<file path="src/rtl/core/hfit_pkg.sv">
// Shared constants, types and hash function of the find-or-insert table
`default_nettype none

package hfit_pkg;

    localparam int unsigned TABLE_SIZE = 512;
    localparam int unsigned SLOT_W     = $clog2(TABLE_SIZE);
    localparam int unsigned KEY_W      = 32;
    localparam int unsigned VALUE_W    = 32;
    localparam int unsigned STATUS_W   = 2;
    localparam int unsigned S_TDATA_W  = ((KEY_W + VALUE_W + 7) / 8) * 8;
    localparam int unsigned M_TDATA_W  = ((VALUE_W + STATUS_W + 7) / 8) * 8;

    localparam logic [31:0] HASH_MULT = 32'd2654435761;

    localparam logic [STATUS_W-1:0] STATUS_HIT      = 2'd0;
    localparam logic [STATUS_W-1:0] STATUS_INSERTED = 2'd1;
    localparam logic [STATUS_W-1:0] STATUS_FULL     = 2'd2;

    typedef logic [SLOT_W-1:0]   slot_t;
    typedef logic [KEY_W-1:0]    key_t;
    typedef logic [VALUE_W-1:0]  value_t;
    typedef logic [STATUS_W-1:0] status_t;

    localparam slot_t SLOT_MAX = slot_t'(TABLE_SIZE - 1);

    typedef struct packed {
        logic clear;
        logic load;
        logic reject;
        logic step;
        logic finish;
        logic emit;
    } hfit_cmd_t;

    typedef struct packed {
        logic key_zero;
        logic hit;
        logic empty;
        logic last;
        logic clr_last;
        logic out_free;
    } hfit_sts_t;

    function automatic slot_t hash_slot(input key_t key);
        logic [2*SLOT_W-1:0] prod;
        prod = {{SLOT_W{1'b0}}, key[SLOT_W-1:0]} * {{SLOT_W{1'b0}}, HASH_MULT[SLOT_W-1:0]};
        return prod[SLOT_W-1:0];
    endfunction

endpackage

`default_nettype wire

</file>
<file path="src/rtl/core/hfit_ctrl.sv">
// Controller state machine of the find-or-insert table
`default_nettype none

module hfit_ctrl (
    input  wire logic               aclk,
    input  wire logic               aresetn,
    input  wire logic               s_tvalid,
    output logic                    s_tready,
    input  wire hfit_pkg::hfit_sts_t sts,
    output hfit_pkg::hfit_cmd_t     cmd
);

    import hfit_pkg::*;

    typedef enum logic [1:0] {
        S_CLEAR,
        S_IDLE,
        S_PROBE,
        S_DONE
    } state_t;

    state_t state_reg;
    state_t state_next;

    assign s_tready = (state_reg == S_IDLE);

    always_comb begin
        state_next = state_reg;
        cmd        = '0;
        unique case (state_reg)
            S_CLEAR: begin
                cmd.clear = 1'b1;
                if (sts.clr_last) begin
                    state_next = S_IDLE;
                end
            end
            S_IDLE: begin
                if (s_tvalid) begin
                    cmd.load = 1'b1;
                    if (sts.key_zero) begin
                        cmd.reject = 1'b1;
                        state_next = S_DONE;
                    end else begin
                        state_next = S_PROBE;
                    end
                end
            end
            S_PROBE: begin
                if (sts.hit || sts.empty || sts.last) begin
                    cmd.finish = 1'b1;
                    state_next = S_DONE;
                end else begin
                    cmd.step = 1'b1;
                end
            end
            S_DONE: begin
                if (sts.out_free) begin
                    cmd.emit   = 1'b1;
                    state_next = S_IDLE;
                end
            end
            default: begin
                state_next = S_CLEAR;
            end
        endcase
    end

    always_ff @(posedge aclk) begin
        if (!aresetn) begin
            state_reg <= S_CLEAR;
        end else begin
            state_reg <= state_next;
        end
    end

endmodule

`default_nettype wire

</file>
<file path="config.mk">
export PLATFORM = sky130hd
export DESIGN_NAME = hfit_ctrl
export DESIGN_NICKNAME = d
export VERILOG_FILES = /design/src/rtl/core/hfit_pkg.sv /design/src/rtl/core/hfit_ctrl.sv
export SDC_FILE = /design/constraint.sdc
export NUM_CORES = 1
export LEC_CHECK = 0
export ABC_AREA = 0
export BUFFER_PORTS_ARGS = -buffer_cell sky130_fd_sc_hd__buf_2
export CAP_MARGIN = 20
export CORE_AREA = 2 2 39 41
export CTS_CLUSTER_SIZE = 25
export DETAILED_ROUTE_END_ITERATION = 8
export DIE_AREA = 0 0 41 43
export PLACE_DENSITY = 0.39
export SLEW_MARGIN = 10
export SYNTH_ARGS = -nofsm -noshare
export SYNTH_HDL_FRONTEND = slang
export SYNTH_SLANG_ARGS = --single-unit
</file>
<file path="constraint.sdc">
create_clock -name aclk -period 1.45 [get_ports aclk]
set_clock_uncertainty 0.2 [all_clocks]
set_input_delay 0 -clock aclk [delete_from_list [all_inputs] [get_ports aclk]]
set_output_delay 0 -clock aclk [all_outputs]
set_load 0.05 [all_outputs]
</file>
==> run metrics <==
outcome complete, but fails checks; violated checks setup timing; Reg clk slew, reported paths ~30 ps; final worst-path setup slack -173 ps; Cell Pwr Density roughly 2100 nW/µm²; worst setup path category reg -> reg; transition time of the tightest slew-check pin roughly 310 ps; startpoint types flop; number of DRC violations after detailed-routing iteration 0 3; static power due to leakage roughly 0.23 nW; WL/cell around 10 µm; clock insertion delay at the later pin of the skew report between 200 and 250 ps; Util after Layout between 30% and 40%; number of placement rows 14; floorplan die width approximately 40 µm; final layout net count 66; critical path capture point type flop; residual antenna-violating net count after detailed routing 0; most frequent cell after synthesis sky130_fd_sc_hd__ha_1; Synthesized Nets 39; number of top-level design ports 16; number of storage elements in the synthesis netlist 2; Port Buffer Count 15; slack of the worst reg-to-reg path -170 ps; die height 43 µm; number of flip-flops under the largest register name 2; largest vdd supply drop 919 µV; # diodes 0; Root Driver sky130_fd_sc_hd__clkbuf_4; Min Clock Period, post-route roughly 1600 ps; ordered list of cells on the worst path inv_4 -> buf_6 -> ha_4 -> nor4b_4 -> nor4_4 -> mux2i_1; Final Hold Fails 0; Remaining DRCs 0; via count of the first global-routing pass 274; sequential share of the synthesized area between 10% and 20%; fraction of the cycle the final worst path needs 112%; Total Neg Setup Slack -563 ps; CTS buffer count 3; area share of the largest cell type after synthesis approximately a quarter; maxcap violations 0; ys async rst share 0%; class of the worst hold path in -> reg; number of antenna violations at the first check in global routing 0; number of buffers and inverters on the critical path 2; first-pass detailed-route iteration total 2; Most used DFF post-synth sky130_fd_sc_hd__dfxtp_1; highest fanout seen on the critical path 5; Routed WL approximately 690 µm; Core Footprint about 1400 µm²; estimated wirelength of the detail-placed design a little over 500 µm; Required @ worst endpoint roughly 1400 ps; list of most frequent post-synthesis cells sky130_fd_sc_hd__ha_1, sky130_fd_sc_hd__nand2_1, sky130_fd_sc_hd__nor2b_1; share of final-layout standard cells stronger than drive strength 1 between 60% and 70%; dominant combinational cell family by area after synthesis simple AND/OR/NAND/NOR gates; synthesized-area fraction occupied by and/or/nand/nor cells between 40% and 50%; share of cell area taken by muxes after synthesis under 10%; slowest stage cell on the critical path sky130_fd_sc_hd__dfxtp_4; maximum clock frequency 616 MHz; cell type group with the largest total delay on the critical path simple AND/OR/NAND/NOR gates; synthesized area per cell approximately 9.6 µm²; clock sinks 2; Synth Area in Compound Gates around 8.4%; Max stage delay on crit path between 300 and 400 ps; global routing usage summed across all routing layers around 8.5%; Avg Vias per Cell 4.09; Netlist cell types 14; Worst Path Arrival 1560 ps; Slew Limit Headroom 79.0%; Pins Over Slew Limit 0; Die Footprint 1760 µm²; synth-to-layout area growth 104%; adder-cell area share of the yosys netlist 26.2%; final setup fails 5; Synth area leaders sky130_fd_sc_hd__ha_1, sky130_fd_sc_hd__dfxtp_1, sky130_fd_sc_hd__nor4b_4; total standard cell area after synthesis approximately 240 µm²; CTS tree built; Layout fillers between 100 and 150; warnings from Yosys 0; number of enable flip-flop cells after synthesis 0; unrepaired setup endpoints after global routing true; maximum buffer depth of the clock tree 2; H-tree depth 1; cell taking the most area after synthesis sky130_fd_sc_hd__ha_1; XOR/XNOR Fraction of Synth Area 0%; effective utilization at floorplan approximately 17%; via count 270; leftover overflow at the end of global routing 0; GP Congestion approximately 0.64; count of mapped cells out of synthesis 25; maximum number of pins on one net before global-route repair 6; wire length of the first global-routing pass slightly below 1 mm
[where the power goes]
| group | leakage, nW | switching (W) | internal [W] |
|---|---|---|---|
| sequential | 0.0175 | 0.0000383 | 0.0000946 |
| clock | 0.0138 | 0.0000305 | 0.0000912 |
| combinational | 0.197 | 0.000433 | 0.000337 |
[layer usage]
metal  GRT usage (%)  up-vias  wire length [µm]
li1                -      138                 -
met1            8.31      123               268
met2            12.8        9               385
met3            4.71        0                38
met4            6.00        0                 0
met5               0        -                 0
[cell type report]
| type | count | area (µm²) | share of cell area, % |
|---|---|---|---|
| Clock buffer | 3 | 22.5 | 4.62 |
| Inverter | 2 | 10.0 | 2.05 |
| Timing Repair Buffer | 22 | 165 | 33.8 |
| Tap cell | 16 | 20.0 | 4.10 |
| Multi-Input combinational cell | 21 | 225 | 46.2 |
| Sequential cell | 2 | 45.0 | 9.23 |
[final timing paths]
path / start / end / cells past startpoint
setup / recovery: state_reg[0] / state_reg[1] / 6
hold / removal: sts[0] / state_reg[1] / 4
setup reg to reg: state_reg[0] / state_reg[1] / 6
hold reg to reg: state_reg[0] / state_reg[0] / 1
[through the flow]
| stage | instance area (µm²) | instances | setup WS [ps] | total power, W | hold WS (ps) |
|---|---|---|---|---|---|
| after floorplan | 259 | 25 | -384 | 0.000626 | -130 |
| after global placement | 384 | 60 | -155 | 0.000801 | 87.1 |
| after detailed placement | 384 | 60 | -148 | 0.000795 | 85.1 |
| after CTS | 454 | 65 | -149 | 0.000975 | 84.1 |
| after global routing | 488 | 66 | -251 | 0.00111 | 92.3 |
| final | 488 | 66 | -173 | 0.00102 | 71.8 |
[cell usage in the layout, fill, tap and decap left out, drive strengths merged]
cell         instances
ha                   5
o31a                 1
clkbuf               3
and2                 2
dfxtp                2
buf                 20
or3                  1
nor4                 1
nor4b                1
inv                  2
nand3b               1
nand2                3
mux2i                1
and3                 1
o221a                1
dlygate4sd3          2
nor2b                3
[cell families (layout without fill, tap and decap cells)]
| kind of cell | after synthesis | in the layout |
|---|---|---|
| multiplexers | 1 | 1 |
| AND/OR/NAND/NOR | 13 | 13 |
| AO/OA/AOI/OAI | 2 | 2 |
| flip-flops | 2 | 2 |
| buffers and inverters | 2 | 27 |
| adder cells (fa/ha/maj) | 5 | 5 |
[worst min-delay path: cells and delay by family]
kind,cells,cell delay (ps)
multiplexers,1,120
AND/OR/NAND/NOR,2,210
buffers and inverters,1,120
[timing repair]
| item | in CTS | in global routing |
|---|---|---|
| buffers inserted | 0 | 1 |
| hold endpoints to repair | 2 | 0 |
| hold buffers | 2 | 0 |
| endpoints found under the setup margin | 6 | 6 |
| pin swaps | 0 | 1 |
| resized for setup | 9 | 7 |
(Power assumes the default switching activity.)
